<file path="config.mk">
export PLATFORM = sky130hd
export DESIGN_NAME = full_duplex_uart_bit_engine_core
export DESIGN_NICKNAME = d
export VERILOG_FILES = /design/src/hw/rtl/fdub_pkg.sv /design/src/hw/rtl/fdub_tx.sv /design/src/hw/rtl/fdub_rx.sv /design/src/hw/rtl/full_duplex_uart_bit_engine_core.sv
export SDC_FILE = /design/constraint.sdc
export NUM_CORES = 1
export LEC_CHECK = 0
export ABC_AREA = 1
export ABC_CLOCK_PERIOD_IN_PS = 2500
export BUFFER_PORTS_ARGS = -buffer_cell sky130_fd_sc_hd__buf_4
export CORE_UTILIZATION = 50
export DETAILED_ROUTE_END_ITERATION = 16
export PLACE_DENSITY_LB_ADDON = 0.3
export SLEW_MARGIN = 20
export SYNTH_ARGS = -nofsm -noshare
export SYNTH_HDL_FRONTEND = slang
export SYNTH_SLANG_ARGS = --single-unit
</file>
<file path="constraint.sdc">
create_clock -name clk -period 2.5 [get_ports clk]
set_input_delay 0.125 -clock clk [delete_from_list [all_inputs] [get_ports clk]]
set_output_delay 0.125 -clock clk [all_outputs]
set_load 0.01 [all_outputs]
</file>
<file path="src/hw/rtl/fdub_pkg.sv">
`timescale 1ns / 1ps
`default_nettype none

package fdub_pkg;

  // Bit period register.
  localparam int unsigned BIT_TICKS_W = 16;
  localparam logic [BIT_TICKS_W-1:0] BIT_TICKS_RESET = 16'd104;

  // Configuration port geometry: one 32-bit register at byte address 0.
  localparam int unsigned APB_ADDR_W = 3;
  localparam int unsigned APB_DATA_W = 32;
  localparam int unsigned REG_IDX_W = 1;
  localparam logic [REG_IDX_W-1:0] REG_BIT_TICKS = 1'd0;

  // Frame geometry.
  localparam int unsigned TX_FRAME_W = 10;
  localparam logic [3:0] TX_FRAME_BITS = 4'd10;
  localparam logic [3:0] RX_DATA_BITS = 4'd8;
  localparam int unsigned RX_TIMER_W = BIT_TICKS_W + 1;

  typedef enum logic [1:0] {
    RX_WAIT = 2'd0,
    RX_BUSY = 2'd1
  } rx_phase_t;

  typedef struct packed {
    logic       rx_line;
    logic       tx_load;
    logic [7:0] tx_byte;
  } item_t;

  typedef struct packed {
    logic       tx_line;
    logic       tx_busy;
    logic       rx_valid;
    logic [7:0] rx_byte;
  } result_t;

  typedef struct packed {
    logic line;
    logic busy;
  } tx_status_t;

  typedef struct packed {
    logic       valid;
    logic [7:0] data;
  } rx_status_t;

endpackage

`default_nettype wire

</file>
<file path="src/hw/rtl/fdub_tx.sv">
`timescale 1ns / 1ps
`default_nettype none

module fdub_tx (
  input  logic                                clk,
  input  logic                                rst,
  input  logic                                step,
  input  logic                                load,
  input  logic [7:0]                          data,
  input  logic [fdub_pkg::BIT_TICKS_W-1:0]    bit_ticks,
  output fdub_pkg::tx_status_t                status_next
);
  import fdub_pkg::*;

  logic [TX_FRAME_W-1:0]  shift, shift_next;
  logic [3:0]             bits_left, bits_left_next;
  logic [BIT_TICKS_W-1:0] timer, timer_next;
  logic                   active, active_next;
  logic                   out, out_next;
  logic                   expire;

  // A timer holding zero or one runs out on this tick.
  assign expire = (timer <= {{(BIT_TICKS_W-1){1'b0}}, 1'b1});

  always_comb begin
    shift_next     = shift;
    bits_left_next = bits_left;
    timer_next     = timer;
    active_next    = active;
    out_next       = out;
    if (active) begin
      if (expire) begin
        timer_next = bit_ticks;
        if (bits_left == 4'd0) begin
          active_next = 1'b0;
        end else begin
          out_next       = shift[0];
          shift_next     = {1'b0, shift[TX_FRAME_W-1:1]};
          bits_left_next = bits_left - 4'd1;
        end
      end else begin
        timer_next = timer - {{(BIT_TICKS_W-1){1'b0}}, 1'b1};
      end
    end else if (load) begin
      // Stop bit, data LSB first, start bit in the low position.
      shift_next     = {1'b1, data, 1'b0};
      bits_left_next = TX_FRAME_BITS;
      timer_next     = bit_ticks;
      active_next    = 1'b1;
    end
  end

  always_ff @(posedge clk) begin
    if (rst) begin
      shift     <= '1;
      bits_left <= '0;
      timer     <= '0;
      active    <= 1'b0;
      out       <= 1'b1;
    end else if (step) begin
      shift     <= shift_next;
      bits_left <= bits_left_next;
      timer     <= timer_next;
      active    <= active_next;
      out       <= out_next;
    end
  end

  assign status_next.line = out_next;
  assign status_next.busy = active_next;

endmodule

`default_nettype wire

</file>
<file path="src/hw/rtl/fdub_rx.sv">
`timescale 1ns / 1ps
`default_nettype none

module fdub_rx (
  input  logic                                clk,
  input  logic                                rst,
  input  logic                                step,
  input  logic                                line,
  input  logic [fdub_pkg::BIT_TICKS_W-1:0]    bit_ticks,
  output fdub_pkg::rx_status_t                status_next
);
  import fdub_pkg::*;

  rx_phase_t             phase, phase_next;
  logic [RX_TIMER_W-1:0] timer, timer_next;
  logic [7:0]            shift, shift_next;
  logic [3:0]            bits_left, bits_left_next;
  logic                  prev_level;
  logic [7:0]            hold, hold_next;
  logic                  valid_next;
  logic                  expire;
  logic                  fall;
  logic                  last_bit;
  logic [RX_TIMER_W-1:0] start_delay;

  assign expire   = (timer <= {{(RX_TIMER_W-1){1'b0}}, 1'b1});
  assign fall     = prev_level && !line;
  assign last_bit = (bits_left == 4'd1);
  // One and a half bit periods puts the first sample in the middle of bit 0.
  assign start_delay = {1'b0, bit_ticks} + {2'b00, bit_ticks[BIT_TICKS_W-1:1]};

  always_comb begin
    phase_next = phase;
    case (phase)
      RX_WAIT: begin
        if (fall) begin
          phase_next = RX_BUSY;
        end
      end
      default: begin
        if (expire && last_bit) begin
          phase_next = RX_WAIT;
        end
      end
    endcase
  end

  always_comb begin
    timer_next     = timer;
    shift_next     = shift;
    bits_left_next = bits_left;
    hold_next      = hold;
    valid_next     = 1'b0;
    case (phase)
      RX_WAIT: begin
        if (fall) begin
          timer_next     = start_delay;
          bits_left_next = RX_DATA_BITS;
        end
      end
      default: begin
        if (expire) begin
          shift_next = {line, shift[7:1]};
          if (last_bit) begin
            hold_next      = {line, shift[7:1]};
            valid_next     = 1'b1;
            bits_left_next = RX_DATA_BITS;
          end else begin
            bits_left_next = bits_left - 4'd1;
            timer_next     = {1'b0, bit_ticks};
          end
        end else begin
          timer_next = timer - {{(RX_TIMER_W-1){1'b0}}, 1'b1};
        end
      end
    endcase
  end

  always_ff @(posedge clk) begin
    if (rst) begin
      phase      <= RX_WAIT;
      timer      <= '0;
      shift      <= '0;
      bits_left  <= RX_DATA_BITS;
      prev_level <= 1'b1;
      hold       <= '0;
    end else if (step) begin
      phase      <= phase_next;
      timer      <= timer_next;
      shift      <= shift_next;
      bits_left  <= bits_left_next;
      prev_level <= line;
      hold       <= hold_next;
    end
  end

  assign status_next.valid = valid_next;
  assign status_next.data  = hold_next;

endmodule

`default_nettype wire

</file>
<file path="src/hw/rtl/full_duplex_uart_bit_engine_core.sv">
`timescale 1ns / 1ps
`default_nettype none

// Latency: the result of an item appears in the cycle after its beat is accepted.
// Throughput: one item per cycle; the single result register sets this, and the
// input side stalls only while that register holds a beat the sink is stalling.
// Reset (rst, synchronous, active high) puts the transmitter idle at mark, the
// receiver waiting for a start edge, bit_ticks at 104 and the result empty.

module full_duplex_uart_bit_engine_core (
  input  logic                               clk,
  input  logic                               rst,
  // Input items, one per bit-timer tick.
  input  logic                               item_valid,
  output logic                               item_stall,
  input  fdub_pkg::item_t                    item,
  // Result items, one per input item.
  output logic                               result_valid,
  input  logic                               result_stall,
  output fdub_pkg::result_t                  result,
  // Configuration port.
  input  logic                               psel,
  input  logic                               penable,
  input  logic                               pwrite,
  input  logic [fdub_pkg::APB_ADDR_W-1:0]    paddr,
  input  logic [fdub_pkg::APB_DATA_W-1:0]    pwdata,
  output logic [fdub_pkg::APB_DATA_W-1:0]    prdata,
  output logic                               pready
);
  import fdub_pkg::*;

  logic [BIT_TICKS_W-1:0] bit_ticks;
  logic                   reg_hit;
  logic                   cfg_write;
  logic                   step;
  tx_status_t             tx_next;
  rx_status_t             rx_next;

  // The configuration port never inserts wait states. The register index is
  // the word address; the two low address bits select a byte and are ignored.
  assign pready    = 1'b1;
  assign reg_hit   = (paddr[APB_ADDR_W-1:2] == REG_BIT_TICKS);
  assign cfg_write = psel && penable && pwrite && pready;

  always_ff @(posedge clk) begin
    if (rst) begin
      bit_ticks <= BIT_TICKS_RESET;
    end else if (cfg_write && reg_hit) begin
      bit_ticks <= pwdata[BIT_TICKS_W-1:0];
    end
  end

  always_comb begin
    prdata = '0;
    if (reg_hit) begin
      prdata = {{(APB_DATA_W-BIT_TICKS_W){1'b0}}, bit_ticks};
    end
  end

  // An item is taken whenever the result register is empty or being drained,
  // so the engine advances one tick per accepted beat.
  assign item_stall = result_valid && result_stall;
  assign step       = item_valid && !item_stall;

  // Transmit and receive halves each hold their own state and present the
  // values that state takes after this tick's update.
  fdub_tx u_tx (
    .clk         (clk),
    .rst         (rst),
    .step        (step),
    .load        (item.tx_load),
    .data        (item.tx_byte),
    .bit_ticks   (bit_ticks),
    .status_next (tx_next)
  );

  fdub_rx u_rx (
    .clk         (clk),
    .rst         (rst),
    .step        (step),
    .line        (item.rx_line),
    .bit_ticks   (bit_ticks),
    .status_next (rx_next)
  );

  // Result register. It is loaded on each accepted item and empties when the
  // sink takes the beat without a new item arriving behind it.
  always_ff @(posedge clk) begin
    if (rst) begin
      result_valid <= 1'b0;
    end else if (step) begin
      result_valid <= 1'b1;
    end else if (!result_stall) begin
      result_valid <= 1'b0;
    end
  end

  always_ff @(posedge clk) begin
    if (step) begin
      result.tx_line  <= tx_next.line;
      result.tx_busy  <= tx_next.busy;
      result.rx_valid <= rx_next.valid;
      result.rx_byte  <= rx_next.data;
    end
  end

endmodule

`default_nettype wire

</file>
==> impl_metrics.py, run 1 <==
metrics = {
    "critical_path": {
        "critPathCaptureType": "register",
        "path_max_fanout": 6,
        "ff2ff_setup_slack_ns": 0.46,
        "reg2regPathDepth": 10,
        "crit_type": "register to register",
        "crit_end": "u_rx.timer[8]",
        "crit_family": "compound AO/OA/AOI/OAI gates",
        "cp.arrival_ns": 2.29,
        "critPathSlowestCell": "dfxtp_1",
        "regToRegStartpoint": "bit_ticks[1]",
        "worstPathRequired_ns": 2.75,
        "cp.depth": 10,
        "critical_path.reg2reg.endpoint": "u_rx.timer[8]",
        "path_buf_inv": 0,
        "cp-start-kind": "register",
        "slowest_delay_ns": 0.47,
        "path_cells": "ha_1, fa_1, nand2_1, a21oi_1, a21oi_1, and2_1, o21ai_0, nand2_1, nor2_1, nor2_1",
        "critPathLaunch": "bit_ticks[1]",
    },
    "run_status": {
        "status": "finished clean",
    },
    "sta": {
        "rsz0062_at_grt": "no",
        "setup-violations-final": 0,
        "setup_ws_ns": 0.458,
        "finalCritPeriodShare_pct": 81.7,
        "holdWs_ns": 0.0507,
        "fin_skew_ns": 0.00677,
        "worst_pin_slew_ns": 0.717,
        "hold_viol": 0,
        "fmax_mhz": 490,
        "setup-tns-final_ns": 0,
        "final_max_slew_viol_count": 0,
        "finalCriticalPeriod_ns": 2.04,
        "slew_headroom_pct": 52.1,
    },
    "logic_synthesis": {
        "synthTopCellsByArea": "dfxtp_1 (27%), nand2_1 (17%), nor2_1 (7.2%)",
        "netlist_area_sq_um": 6440,
        "ys_dominant_reg_cell": "dfxtp_1",
        "synth_top_area_share_pct": 27.0,
        "muxShareOfSynthArea_pct": 0,
        "synth_compound_area_share_pct": 11.5,
        "yosys.area_share.xor_xnor_pct": 2.31,
        "synth_top_family_by_area": "simple AND/OR/NAND/NOR gates",
        "synth-adder-area-share_pct": 5.17,
        "syn_area_per_cell_sq_um": 6.39,
        "yosysWarnings": 0,
        "synth_top_area_cell": "dfxtp_1",
        "ys_seq_elements": 98,
        "synth_edf_count": 11,
        "synthTopCellsByCount": "nand2_1 (289), nor2_1 (123), inv_1 (115)",
        "yosysMostFrequentCell": "nand2_1",
        "ys_types": 42,
        "synth-simple-area-share_pct": 37.0,
        "async_reset_ff_share_pct": 0,
        "syn_inst": 1008,
        "yosysSeqAreaShare_pct": 32.2,
    },
    "pwr": {
        "peakVddDrop_v": 0.000330,
        "pwr-share-comb_pct": 27.6,
        "clkPwrFrac_pct": 30.8,
        "power_density_nw_per_um2": 595,
        "switching_share_pct": 34.6,
        "intPower_mw": 2.83,
        "p_sw_mw": 1.50,
        "p_seq_share_pct": 41.6,
        "leakagePower_nw": 3.60,
    },
    "routing": {
        "remaining_drc_errors": 0,
        "wl_um": 14800,
        "antenna_left": 0,
        "viasPerCell": 4.99,
        "drtIter0Drc": 359,
        "wl_per_cell_um": 12.0,
        "first_pass_iters": 4,
        "num_vias": 6158,
    },
    "cts": {
        "clk_pin_slew_ns": 0.07,
        "clock_latency_ns": 0.36,
        "clock-sinks": 98,
        "ctsHoldBuffers": 3,
        "cts-root-buf": "clkbuf_16",
        "cts_tree": "yes",
        "ctsResizeCount": 0,
        "postCtsSetupBuffers": 0,
        "htreeDepth": 3,
        "cts_buffer_depth": 2,
        "numCtsBuffers": 9,
    },
    "global_routing": {
        "antenna_found_initial": 0,
        "grt_pass1_vias": 5314,
        "overflow": 0,
        "grt_max_degree": 35,
        "grt_pass1_wl_um": 24600,
        "grt_usage_pct": 23.3,
    },
    "die": {
        "initial_core_util_pct": 51.3,
        "die_width_um": 116,
        "die_h_um": 116,
        "std_cell_rows": 41,
        "coreArea_sq_um": 12600,
        "io-pin-count": 98,
        "die_area_sq_um": 13300,
    },
    "min_path": {
        "hold_class": "primary input to register",
        "whs_path_depth": 3,
    },
    "placement": {
        "post-place-ws_ns": 0.480,
        "dp_cells": 1216,
        "gp_congestion": 0.890,
        "dpl.hpwl_um": 11000,
        "portBuffers": 62,
    },
    "run": {
        "cap_violations": 0,
    },
    "layout": {
        "area_growth_pct": 13.0,
        "drive_gt1_share_pct": 11.5,
        "nNetsFinal": 1136,
        "diodes": 0,
        "final_cells": 1235,
        "fill_cells": 1266,
    },
}
-- kinds of logic after synthesis --
| kind of cell | after synthesis |
|---|---|
| flops | 98 |
| simple gates | 547 |
| compound gates | 144 |
| buf+inv | 174 |
| xor+xnor | 17 |
| other cells | 2 |
| fa+ha+maj | 26 |
-- cells in the final DEF, fill, tap and decap left out, types with 3 or more instances in the layout --
| cell | instances |
|---|---|
| nand2_1 | 289 |
| nor2_1 | 123 |
| inv_1 | 115 |
| dfxtp_1 | 87 |
| nand3_1 | 84 |
| a21oi_1 | 73 |
| buf_4 | 73 |
| o21ai_0 | 60 |
| ha_1 | 25 |
| conb_1 | 17 |
| edfxtp_1 | 11 |
| xor2_1 | 10 |
| clkbuf_16 | 9 |
| nand2_2 | 7 |
| nand4_1 | 7 |
| xnor2_1 | 7 |
| nand3b_1 | 7 |
| nor3_1 | 6 |
| o211ai_1 | 5 |
| nand2_4 | 4 |
| inv_2 | 4 |
| or2_2 | 4 |
| nor2_4 | 3 |
| nor2_2 | 3 |
| and2_1 | 3 |
| dlygate4sd3_1 | 3 |
-- metal layers --
metal | part of all wire, % | GRT usage [%]
met4 | 1.4 | 7.01
met3 | 4.6 | 3.71
met2 | 45 | 37.6
met5 | 0 | 0
met1 | 49 | 31.9
-- tightest hold or removal path, delay by kind of cell --
| family | cells | cell delay [ns] |
|---|---|---|
| AO/OA/AOI/OAI | 2 | 0.17 |
| buffers and inverters | 1 | 0.07 |
-- area by class of cell --
type | count | area, sq um | share of cell area, %
Clock inverter | 7 | 52.6 | 0.722
Tap cell | 172 | 215 | 2.96
Multi-Input combinational cell | 751 | 3670 | 50.4
Inverter | 122 | 469 | 6.44
Sequential cell | 98 | 2070 | 28.5
Clock buffer | 9 | 225 | 3.09
Timing Repair Buffer | 76 | 578 | 7.94
-- power by group through the flow --
stage,Combinational [mW],Sequential [mW],Clock [mW]
after detailed placement,1.19,1.84,0
after global routing,1.36,1.82,1.42
after floorplan,0.937,1.82,0
after global placement,1.17,1.83,0
final,1.20,1.80,1.33
after CTS,1.20,1.80,1.35
-- registers in the layout, summed over array words and instances (netlist names) --
signal           count
u_rx.timer          17
bit_ticks           16
u_tx.timer          16
result              11
u_tx.shift          10
u_rx.hold            8
u_rx.shift           7
u_rx.bits_left       4
u_tx.bits_left       4
result_valid         1
u_rx.phase           1
u_rx.prev_level      1
u_tx.active          1
u_tx.out             1
-- per-stage QoR --
step	util, %	cell area [sq um]	power (mW)
after floorplan	-	6500	2.76
after global placement	55.5	6970	3.01
after detailed placement	55.5	6970	3.02
after CTS	57.9	7280	4.35
after global routing	57.9	7280	4.60
final	57.9	7280	4.33
-- worst min path at each step --
stage | startpoint | endpoint | slack [ns]
finish | pwdata[14] | bit_ticks[14] | 0.05
global route | pwdata[2] | bit_ticks[2] | 0.05
CTS | pwdata[2] | bit_ticks[2] | 0.04
detailed placement | pwdata[5] | bit_ticks[5] | 0.35
global placement | pwdata[5] | bit_ticks[5] | 0.35
floorplan | pwdata[3] | bit_ticks[3] | 0.26
No activity file was read; power rests on OpenSTA's default activity.
==> inputs of run 2 (changes only) <==
--- a/config.mk
+++ b/config.mk
@@ -6,7 +6,7 @@
 export NUM_CORES = 1
 export LEC_CHECK = 0
 export ABC_AREA = 1
-export ABC_CLOCK_PERIOD_IN_PS = 2500
+export ABC_CLOCK_PERIOD_IN_PS = 1800
 export BUFFER_PORTS_ARGS = -buffer_cell sky130_fd_sc_hd__buf_4
 export CORE_UTILIZATION = 50
 export DETAILED_ROUTE_END_ITERATION = 16
==> constraint.sdc (replaced) <==
create_clock -name clk -period 1.8 [get_ports clk]
set_input_delay 0.09 -clock clk [delete_from_list [all_inputs] [get_ports clk]]
set_output_delay 0.09 -clock clk [all_outputs]
set_load 0.01 [all_outputs]
==> run 2 against run 1 <==
  * Clock skew decreased by 0.0011 ns
  * Routed wire length increased by 12%
  * Clock power increased by 38%
  * Cell count increased by 4.2%
  * Via count increased by 5.1%
  * Critical path depth increased by 2
  * Setup slack got worse by 0.44 ns
  * Critical endpoint is now u_rx.timer[14]
==> impl_metrics.py, run 2 (synthesis results as in run 1) <==
metrics = {
    "critical_path": {
        "cp-start-kind": "register",
        "crit_top_cell": "nand2_2",
        "cp.arrival_ns": 2.01,
        "path_max_fanout": 4,
        "slowest_delay_ns": 0.40,
        "path_cells": "ha_4, fa_2, nand2_2, nand2_2, nand3b_1, nand2_2, nand2_2, nand2_2, nand2_2, nand3_2, nand3_2, a21oi_2",
        "worstPathRequired_ns": 2.03,
        "crit_family": "simple AND/OR/NAND/NOR gates",
        "critPathCaptureType": "register",
        "path_buf_inv": 0,
        "critPathSlowestCell": "fa_2",
        "crit_type": "register to register",
    },
    "layout": {
        "top_register": "u_rx.timer",
        "final_cells": 1287,
        "drive_gt1_share_pct": 21.4,
        "regArea_sq_um": 2100,
        "area_growth_pct": 24.4,
        "reg_top3": "u_rx.timer: 17 flops, bit_ticks: 16 flops, u_tx.timer: 16 flops",
        "final_cell_mix": "nand2_1 (277), nor2_1 (119), buf_4 (117), inv_1 (111), nand3_1 (80)",
        "fin_util_pct": 63.8,
        "diodes": 0,
        "final_common_cell": "nand2_1",
        "nNetsFinal": 1188,
        "largest_reg_flops": 17,
        "multi_input_area_sq_um": 3910,
        "fill_cells": 1174,
    },
    "cts": {
        "htreeDepth": 3,
        "clock-sinks": 98,
        "cts_tree": "yes",
        "clock_latency_ns": 0.35,
        "clk_pin_slew_ns": 0.07,
        "numCtsBuffers": 9,
        "cts_buffer_depth": 2,
        "cts-root-buf": "clkbuf_16",
    },
    "die": {
        "die_width_um": 116,
        "std_cell_rows": 41,
        "io-pin-count": 98,
        "coreArea_sq_um": 12600,
        "initial_core_util_pct": 51.3,
        "die_h_um": 116,
        "die_area_sq_um": 13300,
    },
    "sta": {
        "setup_ws_ns": 0.0133,
        "fin_skew_ns": 0.00563,
        "final_max_slew_viol_count": 0,
        "fmax_mhz": 560,
        "slew_headroom_pct": 53.4,
        "rsz0062_at_grt": "yes",
        "setup-violations-final": 0,
        "finalCritPeriodShare_pct": 99.3,
        "finalCriticalPeriod_ns": 1.79,
        "hold_viol": 0,
        "worst_pin_slew_ns": 0.698,
    },
    "global_routing": {
        "grt_pass1_vias": 5681,
        "overflow": 0,
        "grt_usage_pct": 24.9,
        "grt_max_degree": 34,
        "grt_pass1_wl_um": 26400,
        "antenna_found_initial": 0,
    },
    "routing": {
        "first_pass_iters": 5,
        "num_vias": 6475,
        "met1_length_um": 7590,
        "viasPerCell": 5.03,
        "highest_layer": "met4",
        "drtIter0Drc": 380,
        "antenna_left": 0,
        "met2_length_um": 7910,
        "wl_per_cell_um": 12.9,
        "remaining_drc_errors": 0,
        "wl_met3_um": 785,
        "wl_um": 16600,
    },
    "pwr": {
        "leakagePower_nw": 3.91,
        "power_density_nw_per_um2": 791,
        "peakVddDrop_v": 0.000559,
    },
    "run_status": {
        "status": "finished clean",
    },
    "placement": {
        "dp_cells": 1259,
        "portBuffers": 62,
        "dpl.hpwl_um": 11600,
        "post-place-ws_ns": -0.0175,
        "gp_congestion": 0.899,
    },
    "min_path": {
        "hold_class": "primary input to register",
    },
    "run": {
        "cap_violations": 0,
    },
}
==> run 2: cell count changes in the layout (fill, tap and decap cells not counted), sizes merged <==
cell / before / now
clkinv: 5 / 2
buf: 73 / 121
nand3: 87 / 88
clkbuf: 9 / 13
inv: 122 / 124
==> run 2: layout make-up <==
type                            count  share of cell area [%]
Clock buffer                       11                    2.90
Inverter                          122                    6.12
Sequential cell                    98                    26.2
Tap cell                          172                    2.68
Timing Repair Buffer              126                    12.7
Timing Repair inverter              1                  0.0780
Multi-Input combinational cell    752                    48.8
Clock inverter                      5                   0.499
==> run 2: report_power, final <==
group / internal, mW / switching [mW]
registers: 2.38 / 0.124
clock network: 0.952 / 0.890
logic: 0.830 / 1.17
==> run 2: timing repair <==
item                       4_1_cts  5_1_grt
setup endpoints to repair        5       59
hold endpoints to repair         3        0
gates cloned                     0        4
resized for setup                3       83
setup buffers                    0        6
hold buffers                     3        0
pin swaps                        0       15
==> run 2: final timing paths <==
| path | from | slack (ns) | depth (start not counted) | endpoint |
|---|---|---|---|---|
| worst min-delay path | pwdata[4] | 0.02 | 3 | bit_ticks[4] |
| worst max register to register | bit_ticks[1] | 0.01 | 12 | u_rx.timer[14] |
| worst min register to register | u_rx.shift[2] | 0.46 | 2 | u_rx.shift[2] |
| worst max-delay path | bit_ticks[1] | 0.01 | 12 | u_rx.timer[14] |
==> run 2: worst min-delay path, stage by stage <==
cell and delay [ns]:
buf_4 0.07, o21ai_0 0.07, a21oi_1 0.10
==> run 2: per-layer routing <==
| layer | vias to the layer above | track usage, % |
|---|---|---|
| met5 | - | 0 |
| met4 | 0 | 9.26 |
| met3 | 25 | 2.67 |
| met2 | 167 | 41.1 |
| met1 | 2918 | 33.5 |
| li1 | 3365 | - |
==> run 2: through the flow <==
step | power (mW) | TNS (ns) | hold WS, ns | area, sq um
floorplan | 3.83 | 0 | 0.220 | 6500
global placement | 4.34 | -0.00856 | 0.310 | 7320
detailed placement | 4.36 | -0.0196 | 0.312 | 7320
CTS | 6.18 | 0 | 0.0133 | 7630
global route | 6.70 | -0.709 | 0.0317 | 8020
finish | 6.34 | 0 | 0.0152 | 8020
==> inputs of run 3 (changes only) <==
--- a/config.mk
+++ b/config.mk
@@ -9,9 +9,11 @@
 export ABC_CLOCK_PERIOD_IN_PS = 1800
 export BUFFER_PORTS_ARGS = -buffer_cell sky130_fd_sc_hd__buf_4
 export CORE_UTILIZATION = 50
+export CTS_BUF_LIST = sky130_fd_sc_hd__clkbuf_16
 export DETAILED_ROUTE_END_ITERATION = 16
 export PLACE_DENSITY_LB_ADDON = 0.3
 export SLEW_MARGIN = 20
 export SYNTH_ARGS = -nofsm -noshare
 export SYNTH_HDL_FRONTEND = slang
 export SYNTH_SLANG_ARGS = --single-unit
+export TNS_END_PERCENT = 30
==> run 3 against run 2 <==
  * Clock power about the same
  * Sequential power about the same
  * Via count decreased by 0.29%
  * Maximum frequency decreased by 0.58%
  * Clock skew increased by 0.0023 ns
  * Sequential cell count unchanged
  * Setup slack got worse by 0.010 ns
  * Critical path depth unchanged
  * Utilization decreased by 0.82 points
  * Power decreased by 1.3%
  * Critical endpoint unchanged
==> impl_metrics.py, run 3 (synthesis results as in run 1) <==
metrics = {
    "run_status": {
        "status": "finished clean",
    },
    "layout": {
        "reg_top3": "u_rx.timer: 17 flops, bit_ticks: 16 flops, u_tx.timer: 16 flops",
        "largest_reg_flops": 17,
        "multi_input_area_sq_um": 3880,
        "area_growth_pct": 22.8,
        "final_area_sq_um": 7910,
        "top_register": "u_rx.timer",
        "regArea_sq_um": 2100,
        "final_cell_mix": "nand2_1 (277), nor2_1 (119), buf_4 (117), inv_1 (114), nand3_1 (79)",
        "nNetsFinal": 1185,
        "fin_util_pct": 63.0,
        "final_cells": 1284,
        "diodes": 0,
        "final_common_cell": "nand2_1",
        "fill_cells": 1193,
        "drive_gt1_share_pct": 20.8,
    },
    "cts": {
        "htreeDepth": 3,
        "cts_buffer_depth": 2,
        "numCtsBuffers": 9,
        "clock_latency_ns": 0.36,
        "clk_pin_slew_ns": 0.07,
        "cts_tree": "yes",
        "clock-sinks": 98,
        "cts-root-buf": "clkbuf_16",
    },
    "routing": {
        "viasPerCell": 5.03,
        "drtIter0Drc": 384,
        "antenna_left": 0,
        "num_vias": 6456,
        "met1_length_um": 7630,
        "wl_met3_um": 646,
        "wl_um": 16200,
        "first_pass_iters": 5,
        "wl_per_cell_um": 12.6,
        "highest_layer": "met4",
        "remaining_drc_errors": 0,
        "met2_length_um": 7670,
    },
    "die": {
        "std_cell_rows": 41,
        "initial_core_util_pct": 51.3,
        "io-pin-count": 98,
        "die_area_sq_um": 13300,
        "coreArea_sq_um": 12600,
        "die_width_um": 116,
        "die_h_um": 116,
    },
    "sta": {
        "holdWs_ns": 0.0127,
        "setup_ws_ns": 0.00298,
        "rsz0062_at_grt": "yes",
        "worst_pin_slew_ns": 0.701,
        "fin_skew_ns": 0.00797,
        "final_max_slew_viol_count": 0,
        "finalCriticalPeriod_ns": 1.80,
        "setup-violations-final": 0,
        "slew_headroom_pct": 53.2,
        "finalCritPeriodShare_pct": 99.8,
        "hold_viol": 0,
        "fmax_mhz": 556,
        "setup-tns-final_ns": 0,
    },
    "critical_path": {
        "crit_type": "register to register",
        "path_max_fanout": 4,
        "cp.arrival_ns": 2.02,
        "worstPathRequired_ns": 2.03,
        "critPathCaptureType": "register",
        "cp-start-kind": "register",
    },
    "pwr": {
        "peakVddDrop_v": 0.000557,
        "power_mw": 6.26,
        "p_sw_mw": 2.15,
        "p_seq_share_pct": 39.9,
        "power_density_nw_per_um2": 791,
        "intPower_mw": 4.11,
        "pwr-share-comb_pct": 30.9,
        "leakagePower_nw": 3.88,
        "clkPwrFrac_pct": 29.2,
        "switching_share_pct": 34.3,
    },
    "run": {
        "cap_violations": 0,
    },
    "placement": {
        "post-place-ws_ns": -0.0175,
        "dpl_cell_area_sq_um": 7320,
        "dpl.hpwl_um": 11600,
        "dp_cells": 1259,
        "portBuffers": 62,
        "gp_congestion": 0.899,
    },
    "global_routing": {
        "grt_usage_pct": 24.9,
        "grt_max_degree": 34,
        "antenna_found_initial": 0,
        "overflow": 0,
        "grt_pass1_vias": 5678,
        "grt_pass1_wl_um": 26400,
    },
    "min_path": {
        "hold_class": "primary input to register",
    },
}
-- run 3: worst paths after layout --
path	to	slack, ns	cells after the start	startpoint
worst max-delay path	u_rx.timer[14]	0.003	12	bit_ticks[1]
worst min-delay path	bit_ticks[4]	0.01	3	pwdata[4]
worst max register to register	u_rx.timer[14]	0.003	12	bit_ticks[1]
worst min register to register	u_tx.bits_left[0]	0.46	2	u_tx.bits_left[0]
-- run 3: power by group through the flow --
stage          Combinational, mW  Clock (mW)  Sequential [mW]
6_report                    1.94        1.83             2.50
3_3_place_gp                1.81           0             2.53
2_1_floorplan               1.30           0             2.53
3_5_place_dp                1.83           0             2.53
4_1_cts                     1.85        1.84             2.48
5_1_grt                     2.18        1.93             2.52
-- run 3: area by class of cell --
type                            instances  area share (%)
Sequential cell                        98            26.5
Inverter                              122            6.13
Timing Repair Buffer                  123            12.1
Tap cell                              172            2.72
Clock inverter                          7           0.601
Timing Repair inverter                  1          0.0791
Clock buffer                            9            2.85
Multi-Input combinational cell        752            49.0
-- run 3: timing repair --
item | CTS | global route
resized for setup | 1 | 75
endpoints found under the hold margin | 3 | 0
hold buffers | 3 | 0
setup buffers | 0 | 4
pin swaps | 0 | 13
gates cloned | 0 | 2
setup endpoints to repair | 5 | 59
-- run 3: routing by layer --
layer  up-vias  global-route usage [%]
met3        18                    2.67
met1      2946                    33.5
met2       137                    41.0
li1       3355                       -
met5         -                       0
met4         0                    9.26
-- run 3: worst max-delay path, cell delays in order, from the launching register on --
cell and delay [ns]:
dfxtp_2 0.34, ha_4 0.16, fa_2 0.41, nand2_4 0.10, nand2_2 0.05, nand3b_1 0.09
nand2_2 0.09, nand2_2 0.09, nand2_2 0.05, nand2_2 0.06, nand3_2 0.07, nand3_2 0.09
a21oi_2 0.06
